`src/sv/pwbe_pkg.sv`:
```
package pwbe_pkg;

  localparam int unsigned ByteBits      = 8;
  localparam int unsigned WidthBits     = 16;
  localparam int unsigned PreamblePairs = 9;
  localparam int unsigned CfgIdxBits    = 2;

  // The pair counter covers both the preamble pairs and the data bits.
  localparam int unsigned CntMax  = (PreamblePairs > ByteBits) ? PreamblePairs : ByteBits;
  localparam int unsigned CntBits = $clog2(CntMax);

  localparam logic [WidthBits-1:0] LongWidthReset  = 16'd16799;
  localparam logic [WidthBits-1:0] ShortWidthReset = 16'd8399;

  typedef enum logic [CfgIdxBits-1:0] {
    CFG_LONG_WIDTH  = 2'd0,
    CFG_SHORT_WIDTH = 2'd1
  } cfg_reg_e;

  typedef enum logic [2:0] {
    SEQ_IDLE,
    SEQ_PRE_LONG,
    SEQ_PRE_PAIRS,
    SEQ_DATA,
    SEQ_PARITY
  } seq_state_e;

  typedef struct packed {
    logic [ByteBits-1:0] data_byte;
    logic                frame_start;
  } in_item_t;

  typedef struct packed {
    logic [WidthBits-1:0] half_period;
    logic                 run_last;
  } out_item_t;

  // One symbol as the sequencer sees it: its kind and the end-of-run mark.
  typedef struct packed {
    logic is_long;
    logic last;
  } sym_t;

  typedef struct packed {
    logic [WidthBits-1:0] long_width;
    logic [WidthBits-1:0] short_width;
  } widths_t;

endpackage

```
`src/sv/pwbe_cfg_regs.sv`:
```
module pwbe_cfg_regs (
  input  logic                              clk_i,
  input  logic                              rst_ni,
  input  logic                              cfg_valid_i,
  output logic                              cfg_ready_o,
  input  logic [pwbe_pkg::CfgIdxBits-1:0]   cfg_index_i,
  input  logic [pwbe_pkg::WidthBits-1:0]    cfg_data_i,
  output pwbe_pkg::widths_t                 widths_o
);

  pwbe_pkg::widths_t widths_d, widths_q;

  assign cfg_ready_o = 1'b1;

  always_comb begin
    widths_d = widths_q;
    if (cfg_valid_i) begin
      unique case (cfg_index_i)
        pwbe_pkg::CFG_LONG_WIDTH:  widths_d.long_width  = cfg_data_i;
        pwbe_pkg::CFG_SHORT_WIDTH: widths_d.short_width = cfg_data_i;
        default: ;  // Writes beyond the register list are dropped.
      endcase
    end
  end

  always_ff @(posedge clk_i or negedge rst_ni) begin
    if (!rst_ni) begin
      widths_q.long_width  <= pwbe_pkg::LongWidthReset;
      widths_q.short_width <= pwbe_pkg::ShortWidthReset;
    end else begin
      widths_q <= widths_d;
    end
  end

  assign widths_o = widths_q;

endmodule

```
`src/sv/pwbe_seq.sv`:
```
module pwbe_seq (
  input  logic               clk_i,
  input  logic               rst_ni,
  input  logic               in_valid_i,
  output logic               in_ready_o,
  input  pwbe_pkg::in_item_t in_data_i,
  output logic               sym_valid_o,
  input  logic               sym_ready_i,
  output pwbe_pkg::sym_t     sym_o
);

  localparam int unsigned CntBits = pwbe_pkg::CntBits;
  localparam logic [CntBits-1:0] PreLastCnt  = CntBits'(pwbe_pkg::PreamblePairs - 1);
  localparam logic [CntBits-1:0] DataLastCnt = CntBits'(pwbe_pkg::ByteBits - 1);

  pwbe_pkg::seq_state_e state_d, state_q;
  logic [CntBits-1:0]            cnt_d, cnt_q;
  logic                          half_d, half_q;
  logic                          parity_d, parity_q;
  logic [pwbe_pkg::ByteBits-1:0] shift_d, shift_q;
  logic                          adv;

  assign adv = sym_valid_o && sym_ready_i;

  always_comb begin
    state_d     = state_q;
    cnt_d       = cnt_q;
    half_d      = half_q;
    parity_d    = parity_q;
    shift_d     = shift_q;
    in_ready_o  = 1'b0;
    sym_valid_o = 1'b0;
    sym_o       = '0;

    unique case (state_q)
      pwbe_pkg::SEQ_IDLE: begin
        in_ready_o = 1'b1;
        if (in_valid_i) begin
          shift_d  = in_data_i.data_byte;
          parity_d = 1'b0;
          half_d   = 1'b0;
          cnt_d    = '0;
          state_d  = in_data_i.frame_start ? pwbe_pkg::SEQ_PRE_LONG : pwbe_pkg::SEQ_DATA;
        end
      end
      pwbe_pkg::SEQ_PRE_LONG: begin
        sym_valid_o   = 1'b1;
        sym_o.is_long = 1'b1;
        if (adv) begin
          state_d = pwbe_pkg::SEQ_PRE_PAIRS;
        end
      end
      pwbe_pkg::SEQ_PRE_PAIRS: begin
        sym_valid_o = 1'b1;
        if (adv) begin
          half_d = ~half_q;
          if (half_q) begin
            if (cnt_q == PreLastCnt) begin
              cnt_d   = '0;
              state_d = pwbe_pkg::SEQ_DATA;
            end else begin
              cnt_d = cnt_q + 1'b1;
            end
          end
        end
      end
      pwbe_pkg::SEQ_DATA: begin
        sym_valid_o   = 1'b1;
        sym_o.is_long = shift_q[0];
        if (adv) begin
          half_d = ~half_q;
          if (half_q) begin
            // The bit has gone out twice: fold it into the parity and move on.
            parity_d = parity_q ^ shift_q[0];
            shift_d  = {1'b0, shift_q[pwbe_pkg::ByteBits-1:1]};
            if (cnt_q == DataLastCnt) begin
              cnt_d   = '0;
              state_d = pwbe_pkg::SEQ_PARITY;
            end else begin
              cnt_d = cnt_q + 1'b1;
            end
          end
        end
      end
      pwbe_pkg::SEQ_PARITY: begin
        sym_valid_o   = 1'b1;
        sym_o.is_long = parity_q;
        sym_o.last    = half_q;
        if (adv) begin
          half_d = ~half_q;
          if (half_q) begin
            state_d = pwbe_pkg::SEQ_IDLE;
          end
        end
      end
      default: begin
        state_d = pwbe_pkg::SEQ_IDLE;
      end
    endcase
  end

  always_ff @(posedge clk_i or negedge rst_ni) begin
    if (!rst_ni) begin
      state_q <= pwbe_pkg::SEQ_IDLE;
      cnt_q   <= '0;
      half_q  <= 1'b0;
    end else begin
      state_q <= state_d;
      cnt_q   <= cnt_d;
      half_q  <= half_d;
    end
  end

  always_ff @(posedge clk_i) begin
    shift_q  <= shift_d;
    parity_q <= parity_d;
  end

endmodule

```
`src/sv/pwbe_out_reg.sv`:
```
module pwbe_out_reg (
  input  logic                clk_i,
  input  logic                rst_ni,
  input  logic                sym_valid_i,
  output logic                sym_ready_o,
  input  pwbe_pkg::sym_t      sym_i,
  input  pwbe_pkg::widths_t   widths_i,
  output logic                out_valid_o,
  input  logic                out_ready_i,
  output pwbe_pkg::out_item_t out_data_o
);

  logic                valid_d, valid_q;
  pwbe_pkg::out_item_t data_d, data_q;
  logic                load;

  // The register takes a new symbol whenever it is empty or being drained.
  assign sym_ready_o = !valid_q || out_ready_i;
  assign load        = sym_valid_i && sym_ready_o;

  always_comb begin
    valid_d = valid_q;
    data_d  = data_q;
    if (load) begin
      valid_d            = 1'b1;
      data_d.half_period = sym_i.is_long ? widths_i.long_width : widths_i.short_width;
      data_d.run_last    = sym_i.last;
    end else if (out_ready_i) begin
      valid_d = 1'b0;
    end
  end

  always_ff @(posedge clk_i or negedge rst_ni) begin
    if (!rst_ni) begin
      valid_q <= 1'b0;
    end else begin
      valid_q <= valid_d;
    end
  end

  always_ff @(posedge clk_i) begin
    data_q <= data_d;
  end

  assign out_valid_o = valid_q;
  assign out_data_o  = data_q;

endmodule

```
`src/sv/pulse_width_bit_encoder_parity_top.sv`:
```
// Channel   Direction  Handshake                  Payload
// in        input      in_valid_i / in_ready_o    in_data_i   (data_byte, frame_start)
// out       output     out_valid_o / out_ready_i  out_data_o  (half_period, run_last)
// cfg       input      cfg_valid_i / cfg_ready_o  cfg_index_i, cfg_data_i
//
// An item yields 18 symbols, or 37 when it starts a frame, and the sequencer sends one
// symbol per cycle while the output is not stalled; the bit sequencer handles one item
// at a time and takes no new item until the last symbol of the current one is sent.
// Reset returns both widths to their defaults and empties the sequencer and output register.
// A stall on the output holds the sequencer on its current symbol; nothing is dropped.
module pulse_width_bit_encoder_parity_top (
  input  logic                              clk_i,
  input  logic                              rst_ni,
  input  logic                              in_valid_i,
  output logic                              in_ready_o,
  input  pwbe_pkg::in_item_t                in_data_i,
  output logic                              out_valid_o,
  input  logic                              out_ready_i,
  output pwbe_pkg::out_item_t               out_data_o,
  input  logic                              cfg_valid_i,
  output logic                              cfg_ready_o,
  input  logic [pwbe_pkg::CfgIdxBits-1:0]   cfg_index_i,
  input  logic [pwbe_pkg::WidthBits-1:0]    cfg_data_i
);

  // Current long and short half-period counts.
  pwbe_pkg::widths_t widths;

  // Symbol stream from the sequencer to the output register.
  logic           sym_valid;
  logic           sym_ready;
  pwbe_pkg::sym_t sym;

  pwbe_cfg_regs u_cfg_regs (
    .clk_i       (clk_i),
    .rst_ni      (rst_ni),
    .cfg_valid_i (cfg_valid_i),
    .cfg_ready_o (cfg_ready_o),
    .cfg_index_i (cfg_index_i),
    .cfg_data_i  (cfg_data_i),
    .widths_o    (widths)
  );

  // The sequencer shifts the byte out one bit per symbol pair, LSB first, and
  // accumulates the parity as it goes. The preamble comes first when the item
  // starts a frame, and the parity pair closes every run with the last mark
  // on its second symbol.
  pwbe_seq u_seq (
    .clk_i       (clk_i),
    .rst_ni      (rst_ni),
    .in_valid_i  (in_valid_i),
    .in_ready_o  (in_ready_o),
    .in_data_i   (in_data_i),
    .sym_valid_o (sym_valid),
    .sym_ready_i (sym_ready),
    .sym_o       (sym)
  );

  // The output register turns the symbol kind into a timer count and holds it while the
  // consumer stalls. The user must change widths only while the block is idle; the block
  // itself does not enforce it. Then selecting them here gives the same counts as upstream.
  pwbe_out_reg u_out_reg (
    .clk_i       (clk_i),
    .rst_ni      (rst_ni),
    .sym_valid_i (sym_valid),
    .sym_ready_o (sym_ready),
    .sym_i       (sym),
    .widths_i    (widths),
    .out_valid_o (out_valid_o),
    .out_ready_i (out_ready_i),
    .out_data_o  (out_data_o)
  );

endmodule

```
`config.mk`:
```
export PLATFORM = sky130hd
export DESIGN_NAME = pulse_width_bit_encoder_parity_top
export DESIGN_NICKNAME = d
export VERILOG_FILES = /design/src/sv/pwbe_pkg.sv /design/src/sv/pwbe_cfg_regs.sv /design/src/sv/pwbe_seq.sv /design/src/sv/pwbe_out_reg.sv /design/src/sv/pulse_width_bit_encoder_parity_top.sv
export SDC_FILE = /design/constraint.sdc
export NUM_CORES = 1
export LEC_CHECK = 0
export BUFFER_PORTS_ARGS = -buffer_cell sky130_fd_sc_hd__buf_2
export CAP_MARGIN = 20
export CORE_ASPECT_RATIO = 0.9
export CORE_MARGIN = 5
export CORE_UTILIZATION = 50
export CTS_BUF_LIST = sky130_fd_sc_hd__clkbuf_4
export CTS_CLUSTER_SIZE = 10
export DETAILED_ROUTE_END_ITERATION = 10
export PLACE_DENSITY = 0.82
export RECOVER_POWER = 100
export SLEW_MARGIN = 20
export SYNTH_ARGS = -nofsm -noshare
export SYNTH_HDL_FRONTEND = slang
export SYNTH_HIERARCHICAL = 1
export SYNTH_SLANG_ARGS = --single-unit
```
`constraint.sdc`:
```
create_clock -name clk_i -period 2.4 [get_ports clk_i]
set_input_delay 0.24 -clock clk_i [delete_from_list [all_inputs] [get_ports clk_i]]
set_output_delay 0.24 -clock clk_i [all_outputs]
set_load 0.01 [all_outputs]
```
==> impl_metrics.env, run 1 <==
export IMPL_cellLeakagePower_nw=1.383
export IMPL_placement_io_buffers=50
export IMPL_fmax_mhz=493.1
export IMPL_synth_edff_count=26
export IMPL_clk_latency_ns=0.41
export IMPL_worst_voltage_drop_across_the_vdd_grid_uv=396.1
export IMPL_critical_path_required_ns=2.53
export IMPL_yosys_most_used_dff="edfxtp_1"
export IMPL_grt_pass1_vias=1876
export IMPL_placed_cells=317
export IMPL_drv_max_cap_violation_count=0
export IMPL_status="finished clean"
export IMPL_cts_tree="yes"
export IMPL_rsz0062_at_grt="false"
export IMPL_yosys_warnings=6
export IMPL_kind_of_critical_path="reg -> reg"
export IMPL_finalHoldViolCount=0
export IMPL_post_route_util_pct=56.40
export IMPL_top_level_ports=52
export IMPL_min_clock_period_post_route_ns=2.028
export IMPL_slew_violations=0
export IMPL_final_skew_ns=0.01944
export IMPL_tightest_slew_ns=0.9821
export IMPL_antenna_diode_count=0
export IMPL_clkSlewWorstSetupHoldPaths_ns=0.12
export IMPL_postSynth_asyncResetShare_pct=61.19
export IMPL_routedWlPerCell_um=15.88
export IMPL_min_period_over_period_pct=84.50
export IMPL_final_setup_tns_ns=0
export IMPL_timing_critical_path_from_type="flop"
export IMPL_hold_class="in -> reg"
export IMPL_headroom_to_the_max_slew_limit_pct=34.53
export IMPL_syn_avg_cell_area_um2=15.44
export IMPL_critical_path_cell_chain="clkbuf_1 > inv_1 > or2_1 > nor2_1 > a21oi_1 > clkbuf_2"
export IMPL_syn_num_nets=232
export IMPL_avgViaCountPerCell=5.344
export IMPL_dr_total_vias=1785
export IMPL_first_pass_grt_wire_length_um=8845
export IMPL_globalRoute_totalOverflow=0
export IMPL_critPathCaptureType="flop"
export IMPL_design_die_area_um2=7782
export IMPL_initial_standard_cell_utilization_of_the_core_pct=50.57
export IMPL_std_cell_rows=27
export IMPL_post_layout_nonfiller_instances=334
export IMPL_detail_route_antenna_nets=0
export IMPL_chipWidth_um=92.44
export IMPL_seq_area_frac_synth_pct=59.70
export IMPL_p_total_mw=4.055
export IMPL_cts_root_buf="clkbuf_4"
export IMPL_grt_total_usage_pct=14.76
export IMPL_finalNetCount=291
export IMPL_postCtsSetupBuffers=0
export IMPL_drt_pass1_iterations=4
export IMPL_layout_drive_gt1_share_pct=40.46
export IMPL_drcViolationCount=0
export IMPL_antenna_found_initial=0
export IMPL_setup_violators_final=0
export IMPL_dr_first_iter_drc_count=105
export IMPL_synth_seq_cells=67
export IMPL_number_of_clock_buffers_inserted_by_tritoncts=9
export IMPL_gp_routability_congestion=0.8783
export IMPL_cts_sink_count=67
export IMPL_power_density_nw_per_um2=1189
export IMPL_commonest_cells_after_routing_fill_and_taps_aside="mux2_2, buf_2, dfrtp_1, edfxtp_1, clkbuf_1"
export IMPL_design_core_area_um2=6047
export IMPL_routed_wirelength_um=5304
export IMPL_timing_critical_path_slowest_stage_cell="or2_1"
export IMPL_worst_path_max_fanout=11
export IMPL_cts_root_to_sink_buffers=2
export IMPL_layout_cells_most_common="mux2_2"
export IMPL_synthDistinctLibCells=46
export IMPL_post_cts_resize_count=0
export IMPL_timing_critical_path_arrival_ns=2.16
export IMPL_die_height_um=84.19
export IMPL_whs_ns=0.06659
export IMPL_synth_cell_area_um2=3058
export IMPL_dp_hpwl_um=3628
export IMPL_slowest_delay_ns=0.42
export IMPL_area_growth_syn_to_layout_pct=11.54
export IMPL_grt_max_degree=42
export IMPL_htreeDepth=3
export IMPL_synthesis_instances=198
-- synthesized netlist by cell type (3+ instances only) --
| cell type | number | area [um2] |
|---|---|---|
| mux2_2 | 38 | 427.9 |
| dfrtp_1 | 26 | 650.6 |
| edfxtp_1 | 26 | 780.8 |
| dfstp_2 | 15 | 394.1 |
| mux2_4 | 10 | 150.1 |
| mux2_1 | 7 | 78.83 |
| nand2_1 | 6 | 22.52 |
| inv_1 | 5 | 18.77 |
| nand2b_1 | 5 | 31.28 |
| o21ai_1 | 5 | 25.02 |
| and2_1 | 4 | 25.02 |
| nor2_1 | 4 | 15.01 |
| a21oi_1 | 3 | 15.01 |
| buf_4 | 3 | 22.52 |
| nor2b_1 | 3 | 18.77 |
-- layout make-up --
| class | instances | area (um2) |
|---|---|---|
| fillers | 508 | 2636 |
| repair buffers | 57 | 269.0 |
| well taps | 72 | 90.09 |
| flip-flops and latches | 67 | 1826 |
| multi-input cells | 117 | 1046 |
| inverters | 5 | 18.77 |
| clock inverters | 5 | 78.83 |
| clock buffers | 11 | 82.58 |
-- path summary, 6_finish.rpt --
path	startpoint	endpoint	slack (ns)	cells past startpoint
worst max-delay path	u_seq/state_q[0]	u_seq/shift_q[7]	0.37	6
worst min-delay path	cfg_data_i[1]	u_cfg_regs/widths_o[17]	0.07	2
worst max register to register	u_seq/state_q[0]	u_seq/shift_q[7]	0.37	6
worst min register to register	u_cfg_regs/widths_o[15]	u_cfg_regs/widths_o[15]	0.51	1
max in group asynchronous	rst_ni	u_seq/state_q[2]	1.27	2
min in group asynchronous	rst_ni	u_cfg_regs/widths_o[14]	0.51	2
-- power breakdown --
part	internal, mW	switching [mW]	total, mW	leakage (nW)
registers	1.72	0.172	1.89	0.718
logic	0.613	0.710	1.32	0.574
clock network	0.445	0.392	0.837	0.0908
total	2.78	1.27	4.05	1.38
-- cell families after synthesis --
kind of cell,count (synthesis),synth area share [%]
compound gates,23,5.646
xor+xnor,1,0.2865
fa+ha+maj,2,0.8182
buf+inv,14,3.519
flops,67,59.70
mux,55,21.48
other cells,1,0.1226
simple gates,35,8.429
-- flip-flops by register name, summed over array words and instances, names as in the netlist --
name and flops:
u_seq/half_q 1, u_cfg_regs/widths_o 32, u_seq/cnt_q 4, u_seq/shift_q 8, u_seq/state_q 3, u_out_reg/out_data_o 17, u_out_reg/out_valid_o 1, u_seq/parity_q 1
-- layer usage --
layer  routed length (um)  GRT usage (%)  vias up
met4                  165          9.447        0
met5                    0              0        -
met2                 2470          22.92       57
met3                  295          3.853       14
li1                     -              -      848
met1                 2371          18.28      866
-- critical path: cells and delay by family (launching register included) --
family                 cells  cell delay (ns)
AND/OR/NAND/NOR            2             0.63
buffers and inverters      3             0.70
AO/OA/AOI/OAI              1             0.06
flip-flops                 1             0.38
-- per-stage QoR --
| step | setup WS, ns | cell area [um2] |
|---|---|---|
| after floorplan | 0.4795 | 3058 |
| after global placement | 0.5683 | 3358 |
| after detailed placement | 0.5048 | 3358 |
| after CTS | 0.4837 | 3530 |
| after global routing | 0.2530 | 3411 |
| final | 0.3720 | 3411 |
-- repair_timing --
action                                  4_1_cts  5_1_grt
hold endpoints to repair                     26        0
hold buffers                                  1        0
endpoints found under the setup margin        0        0
No activity file was read; power rests on OpenSTA's default activity.
==> inputs of run 2 (changes only) <==
==> constraint.sdc (replaced) <==
create_clock -name clk_i -period 2.1 [get_ports clk_i]
set_input_delay 0.21 -clock clk_i [delete_from_list [all_inputs] [get_ports clk_i]]
set_output_delay 0.21 -clock clk_i [all_outputs]
set_load 0.01 [all_outputs]
==> run 2 against run 1 <==
Compared with the run above:
- core utilization increased by 0.12 points
- register-to-register slack got worse by 0.24 ns
- highest routed layer unchanged
- largest power group unchanged
- worst setup slack lost 0.24 ns
- design area increased by 0.22%
==> impl_metrics.env, run 2 (synthesized netlist as in run 1, its figures left out) <==
export IMPL_critical_path_cell_chain="nand2b_4 > or2_0 > clkbuf_1 > mux2_1"
export IMPL_cts_sink_count=67
export IMPL_min_clock_period_post_route_ns=1.964
export IMPL_setup_violators_final=0
export IMPL_layout_cells_most_common="mux2_2"
export IMPL_finalHoldViolCount=0
export IMPL_fillerInstances=490
export IMPL_drcViolationCount=0
export IMPL_commonest_cells_after_routing_fill_and_taps_aside="mux2_2, buf_2, clkbuf_1, dfrtp_1, edfxtp_1"
export IMPL_initial_standard_cell_utilization_of_the_core_pct=50.57
export IMPL_layout_drive_gt1_share_pct=40.15
export IMPL_dr_first_iter_drc_count=66
export IMPL_dp_hpwl_um=3858
export IMPL_drt_pass1_iterations=4
export IMPL_cts_root_buf="clkbuf_4"
export IMPL_kind_of_critical_path="reg -> reg"
export IMPL_routed_wirelength_um=5310
export IMPL_worst_path_max_fanout=10
export IMPL_post_layout_nonfiller_instances=336
export IMPL_timing_critical_path_slowest_stage_cell="dfrtp_1"
export IMPL_dr_total_vias=1748
export IMPL_p_int_mw=3.105
export IMPL_antenna_found_initial=0
export IMPL_clkSlewWorstSetupHoldPaths_ns=0.13
export IMPL_critical_path_required_ns=2.24
export IMPL_cp_num_buf_inv=1
export IMPL_slew_violations=0
export IMPL_hold_class="in -> reg"
export IMPL_routedWlPerCell_um=15.80
export IMPL_detail_route_antenna_nets=0
export IMPL_swShare_pct=32.39
export IMPL_hp_start="cfg_data_i[11]"
export IMPL_clock_power_share_pct=18.1
export IMPL_final_setup_tns_ns=0
export IMPL_worstReg2RegStart="u_seq/state_q[2]"
export IMPL_min_period_over_period_pct=93.51
export IMPL_slowest_delay_ns=0.50
export IMPL_p_total_mw=4.593
export IMPL_finalNetCount=293
export IMPL_timing_critical_path_from_type="flop"
export IMPL_top_level_ports=52
export IMPL_status="finished clean"
export IMPL_cts_tree="yes"
export IMPL_dpl_worst_slack_ns=0.1960
export IMPL_whs_ns=0.05570
export IMPL_globalRoute_totalOverflow=0
export IMPL_htreeDepth=3
export IMPL_first_pass_grt_wire_length_um=9032
export IMPL_fmax_mhz=509.2
export IMPL_timing_rr_end="u_seq/shift_q[5]"
export IMPL_grt_total_usage_pct=14.80
export IMPL_p_sw_mw=1.487
export IMPL_design_die_area_um2=7782
export IMPL_worstRegToRegCells=4
export IMPL_placed_cells=319
export IMPL_placement_io_buffers=50
export IMPL_timing_critical_path_arrival_ns=2.10
export IMPL_std_cell_rows=27
export IMPL_largest_register_ffs=32
export IMPL_clk_latency_ns=0.39
export IMPL_power_combinational_fraction_pct=34.0
export IMPL_cellLeakagePower_nw=1.367
export IMPL_combined_area_of_the_multi_input_logic_cells_um2=1055
export IMPL_grt_pass1_vias=1898
export IMPL_critPathCaptureType="flop"
export IMPL_sequential_cell_area_um2=1826
export IMPL_worst_r2r_setup_slack_ns=0.14
export IMPL_worst_voltage_drop_across_the_vdd_grid_uv=416.7
export IMPL_avgViaCountPerCell=5.202
export IMPL_min_to="u_cfg_regs/widths_o[27]"
export IMPL_power_density_nw_per_um2=1344
export IMPL_layout_setup_ws_ns=0.1363
export IMPL_area_growth_syn_to_layout_pct=11.78
export IMPL_share_seq_of_total_power_pct=47.9
export IMPL_chipWidth_um=92.44
export IMPL_cts_root_to_sink_buffers=2
export IMPL_timing_critical_path_max_delay_family="simple AND/OR/NAND/NOR gates"
export IMPL_antenna_diode_count=0
export IMPL_grt_max_degree=19
export IMPL_hold_path_cell_count=2
export IMPL_die_height_um=84.19
export IMPL_design_core_area_um2=6047
export IMPL_number_of_clock_buffers_inserted_by_tritoncts=9
export IMPL_final_skew_ns=0.02433
export IMPL_gp_routability_congestion=0.8769
export IMPL_drv_max_cap_violation_count=0
export IMPL_tightest_slew_ns=1.007
export IMPL_headroom_to_the_max_slew_limit_pct=32.88
export IMPL_rsz0062_at_grt="false"
## run 2: area by class of cell
type,instances,area share [%]
Tap cell,72,2.635
Clock buffer,9,1.977
Inverter,5,0.5490
Timing Repair Buffer,59,8.346
Multi-Input combinational cell,117,30.86
Sequential cell,67,53.40
Clock inverter,7,2.233
## run 2: metrics by stage
| step | instance area, um2 | utilization [%] |
|---|---|---|
| floorplan | 3058 | - |
| global placement | 3386 | 55.99 |
| detailed placement | 3386 | 55.99 |
| CTS | 3540 | 58.54 |
| global route | 3418 | 56.53 |
| finish | 3418 | 56.53 |
## run 2: how the worst max path moves through the flow
stage                     startpoint                  endpoint  slack, ns  depth (start not counted)
floorplan           u_seq/state_q[2]            u_seq/parity_q       0.18                          5
global placement    u_seq/state_q[1]   u_out_reg/out_data_o[7]       0.23                          3
detailed placement  u_seq/state_q[1]   u_out_reg/out_data_o[7]       0.20                          3
CTS                 u_seq/state_q[1]  u_out_reg/out_data_o[16]       0.16                          3
global route        u_seq/state_q[2]          u_seq/shift_q[5]       0.02                          4
finish              u_seq/state_q[2]          u_seq/shift_q[5]       0.14                          4
## run 2: what timing repair did
item | 4_1_cts | 5_1_grt
setup buffers | 0 | 0
hold buffers | 1 | 0
endpoints found under the hold margin | 12 | 0
resized for setup | 0 | 0
## run 2: per-layer routing
metal | routed length, um | vias up | global-route usage [%]
met4 | 45 | 0 | 6.478
met5 | 0 | - | 0
met3 | 248 | 4 | 3.047
met2 | 2592 | 37 | 24.57
li1 | - | 852 | -
met1 | 2424 | 855 | 18.75
## run 2: power by group through the flow
| stage | combinational (mW) | clock [mW] | sequential, mW |
|---|---|---|---|
| final | 1.56 | 0.829 | 2.20 |
| after global routing | 1.73 | 0.938 | 2.25 |
| after CTS | 1.81 | 0.867 | 2.21 |
| after detailed placement | 1.80 | 0 | 2.24 |
| after global placement | 1.75 | 0 | 2.21 |
| after floorplan | 1.34 | 0 | 2.21 |
==> inputs of run 3 (changes only) <==
--- a/config.mk
+++ b/config.mk
@@ -5,6 +5,7 @@
 export SDC_FILE = /design/constraint.sdc
 export NUM_CORES = 1
 export LEC_CHECK = 0
+export ABC_AREA = 1
 export BUFFER_PORTS_ARGS = -buffer_cell sky130_fd_sc_hd__buf_2
 export CAP_MARGIN = 20
 export CORE_ASPECT_RATIO = 0.9
==> run 3 against run 2 <==
Compared with the run above:
- sequential power hardly changed
- largest power group unchanged
- flip-flop and latch count stayed put
- synthesized area increased by 10%
- global-route usage up 3.9 points
- maximum frequency grew 3.4%
- non-clock buffer count stayed put
- wire length up 37%
==> impl_metrics.env, run 3 <==
export IMPL_worstReg2RegStart="u_seq/state_q[1]"
export IMPL_slowest_delay_ns=0.51
export IMPL_finalNetCount=463
export IMPL_timing_critical_path_from_type="flop"
export IMPL_dp_hpwl_um=4869
export IMPL_worst_voltage_drop_across_the_vdd_grid_uv=599.4
export IMPL_placement_io_buffers=50
export IMPL_cts_hold_buffers=4
export IMPL_globalRouteMet1Util_pct=24.92
export IMPL_routed_wirelength_um=7250
export IMPL_setup_violators_final=0
export IMPL_timing_critical_path_slowest_stage_cell="dfrtp_1"
export IMPL_number_of_clock_buffers_inserted_by_tritoncts=9
export IMPL_timing_critical_path_arrival_ns=1.98
export IMPL_top_level_ports=52
export IMPL_grt_met2_usage_pct=29.45
export IMPL_grt_total_usage_pct=18.72
export IMPL_yosys_warnings=6
export IMPL_fmax_mhz=526.5
export IMPL_critical_path_required_ns=2.18
export IMPL_cts_root_buf="clkbuf_4"
export IMPL_layout_drive_gt1_share_pct=18.66
export IMPL_globalRoute_totalOverflow=0
export IMPL_htreeDepth=3
export IMPL_commonest_cells_after_routing_fill_and_taps_aside="nand2_1, inv_1, buf_2, nand3_1"
export IMPL_critPathCaptureType="flop"
export IMPL_syn_avg_cell_area_um2=8.948
export IMPL_grt_max_degree=37
export IMPL_antenna_diode_count=0
export IMPL_clk_latency_ns=0.42
export IMPL_placed_cells=504
export IMPL_min_period_over_period_pct=90.44
export IMPL_worst_path_max_fanout=15
export IMPL_hold_class="in -> reg"
export IMPL_gr_usage_met3_pct=4.553
export IMPL_synth_seq_cells=67
export IMPL_chipWidth_um=96.58
export IMPL_status="finished clean"
export IMPL_grt_busiest_layer="met2"
export IMPL_post_cts_resize_count=0
export IMPL_synth_area_leader_cell="edfxtp_1"
export IMPL_die_height_um=87.92
export IMPL_syn_num_nets=411
export IMPL_cts_root_to_sink_buffers=2
export IMPL_synthDistinctLibCells=32
export IMPL_drv_max_cap_violation_count=0
export IMPL_crit_path_frequent_cell="nand2_1"
export IMPL_design_core_area_um2=6586
export IMPL_seq_area_frac_synth_pct=54.12
export IMPL_area_growth_syn_to_layout_pct=12.17
export IMPL_postSynth_asyncResetShare_pct=61.19
export IMPL_startpoint="u_seq/state_q[1]"
export IMPL_dr_total_vias=2685
export IMPL_gp_routability_congestion=0.9003
export IMPL_rsz0062_at_grt="false"
export IMPL_p_total_mw=5.119
export IMPL_finalHoldViolCount=0
export IMPL_std_cell_rows=28
export IMPL_tightest_slew_ns=1.056
export IMPL_kind_of_critical_path="reg -> reg"
export IMPL_synth_edff_count=26
export IMPL_most_frequent_cells_after_synthesis="nand2_1, inv_1, nand3_1, dfrtp_1, edfxtp_1"
export IMPL_headroom_to_the_max_slew_limit_pct=29.57
export IMPL_drcViolationCount=0
export IMPL_initial_standard_cell_utilization_of_the_core_pct=51.22
export IMPL_power_density_nw_per_um2=1353
export IMPL_dr_first_iter_drc_count=247
export IMPL_routedWlPerCell_um=13.84
export IMPL_detail_route_antenna_nets=0
export IMPL_avgViaCountPerCell=5.124
export IMPL_final_setup_tns_ns=0
export IMPL_critical_path_cell_chain="nand2_1 > nor2_4 > nand2_1 > clkinv_1 > nor2_2 > o21a_1"
export IMPL_min_clock_period_post_route_ns=1.899
export IMPL_design_die_area_um2=8491
export IMPL_yosys_most_used_dff="edfxtp_1"
export IMPL_antenna_found_initial=1
export IMPL_cts_tree="yes"
export IMPL_grt_pass1_vias=2591
export IMPL_largest_register_ffs=32
export IMPL_hp_start="cfg_data_i[7]"
export IMPL_synthesis_instances=377
export IMPL_first_pass_grt_wire_length_um=11900
export IMPL_drt_pass1_iterations=5
export IMPL_synth_top_cells_by_area="edfxtp_1, dfrtp_1, nand2_1, dfstp_2, nand3_1"
export IMPL_cts_sink_count=67
export IMPL_post_layout_nonfiller_instances=524
export IMPL_cellLeakagePower_nw=1.837
export IMPL_slew_violations=0
export IMPL_synth_most_common_cell="nand2_1"
export IMPL_postCtsSetupBuffers=0
export IMPL_timing_critical_path_max_delay_family="simple AND/OR/NAND/NOR gates"
export IMPL_clkSlewWorstSetupHoldPaths_ns=0.12
export IMPL_cp_num_buf_inv=1
export IMPL_layout_cells_most_common="nand2_1"
export IMPL_final_skew_ns=0.01254
export IMPL_synth_cell_area_um2=3373
export IMPL_fraction_of_post_synthesis_cell_area_in_the_top_cell_type_by_area_pct=23.15
-- run 3: cell count changes after synthesis, moves of 7 or more --
cell and delta:
inv_1 +31, mux2_1 -7, mux2_2 -38, mux2_4 -10
nand2_1 +143, nand3_1 +26, nand4_1 +20, nor2_1 +8
o21ai_0 +13
-- run 3: kinds of logic (layout without fill, tap and decap cells) --
group	count (synthesis)	after routing	synth area share, %
buffers and inverters	57	114	8.754
other	1	1	0.1112
and+or+nand+nor	226	226	31.64
xor gates and xnor gates	2	2	0.5194
adders and majority gates	2	2	0.7417
DFF	67	67	54.12
AOI/OAI and AO/OA	22	22	4.117
-- run 3: layout make-up --
type / count / area, um2
multi-input combinational: 253 / 1214
timing repair buffer: 59 / 320.3
clock inverter: 6 / 90.09
clock buffer: 10 / 75.07
tap: 90 / 112.6
fill: 616 / 2803
sequential: 67 / 1826
inverter: 39 / 146.4
-- run 3: per-stage QoR --
| stage | utilization (%) | area [um2] | setup slack (ns) | hold slack [ns] |
|---|---|---|---|---|
| CTS | 58.59 | 3859 | 0.2248 | 0.0001113 |
| finish | 57.45 | 3784 | 0.2008 | 0.003966 |
| global route | 57.45 | 3784 | 0.04732 | 0.005423 |
| floorplan | - | 3377 | 0.1706 | -0.08559 |
| detailed placement | 55.47 | 3654 | 0.2481 | 0.3644 |
| global placement | 55.47 | 3654 | 0.3010 | 0.3467 |
-- run 3: per-layer routing --
metal	vias to the layer above	wire (um)
li1	1319	-
met1	1284	3239
met2	70	3483
met3	10	397
met4	2	122
met5	-	7
-- run 3: worst register-to-register path, stage by stage (launching register included) --
cell,delay (ns)
dfrtp_1,0.51
nand2_1,0.17
nor2_4,0.10
nand2_1,0.14
clkinv_1,0.08
nor2_2,0.17
o21a_1,0.39
-- run 3: power by group --
part	switching [mW]	total, mW	internal, mW
Combinational	1.28	1.92	0.642
Clock	0.481	0.979	0.498
Sequential	0.245	2.22	1.97
Total	2.00	5.12	3.11
-- run 3: final timing paths --
check | slack, ns | end | cells after the start
min in group asynchronous | 0.47 | u_cfg_regs/widths_o[21] | 2
worst max register to register | 0.20 | u_seq/shift_q[2] | 6
worst min register to register | 0.47 | u_cfg_regs/widths_o[30] | 2
worst max-delay path | 0.20 | u_seq/shift_q[2] | 6
worst min-delay path | 0.004 | u_cfg_regs/widths_o[23] | 3
max in group asynchronous | 0.81 | u_cfg_regs/widths_o[0] | 3
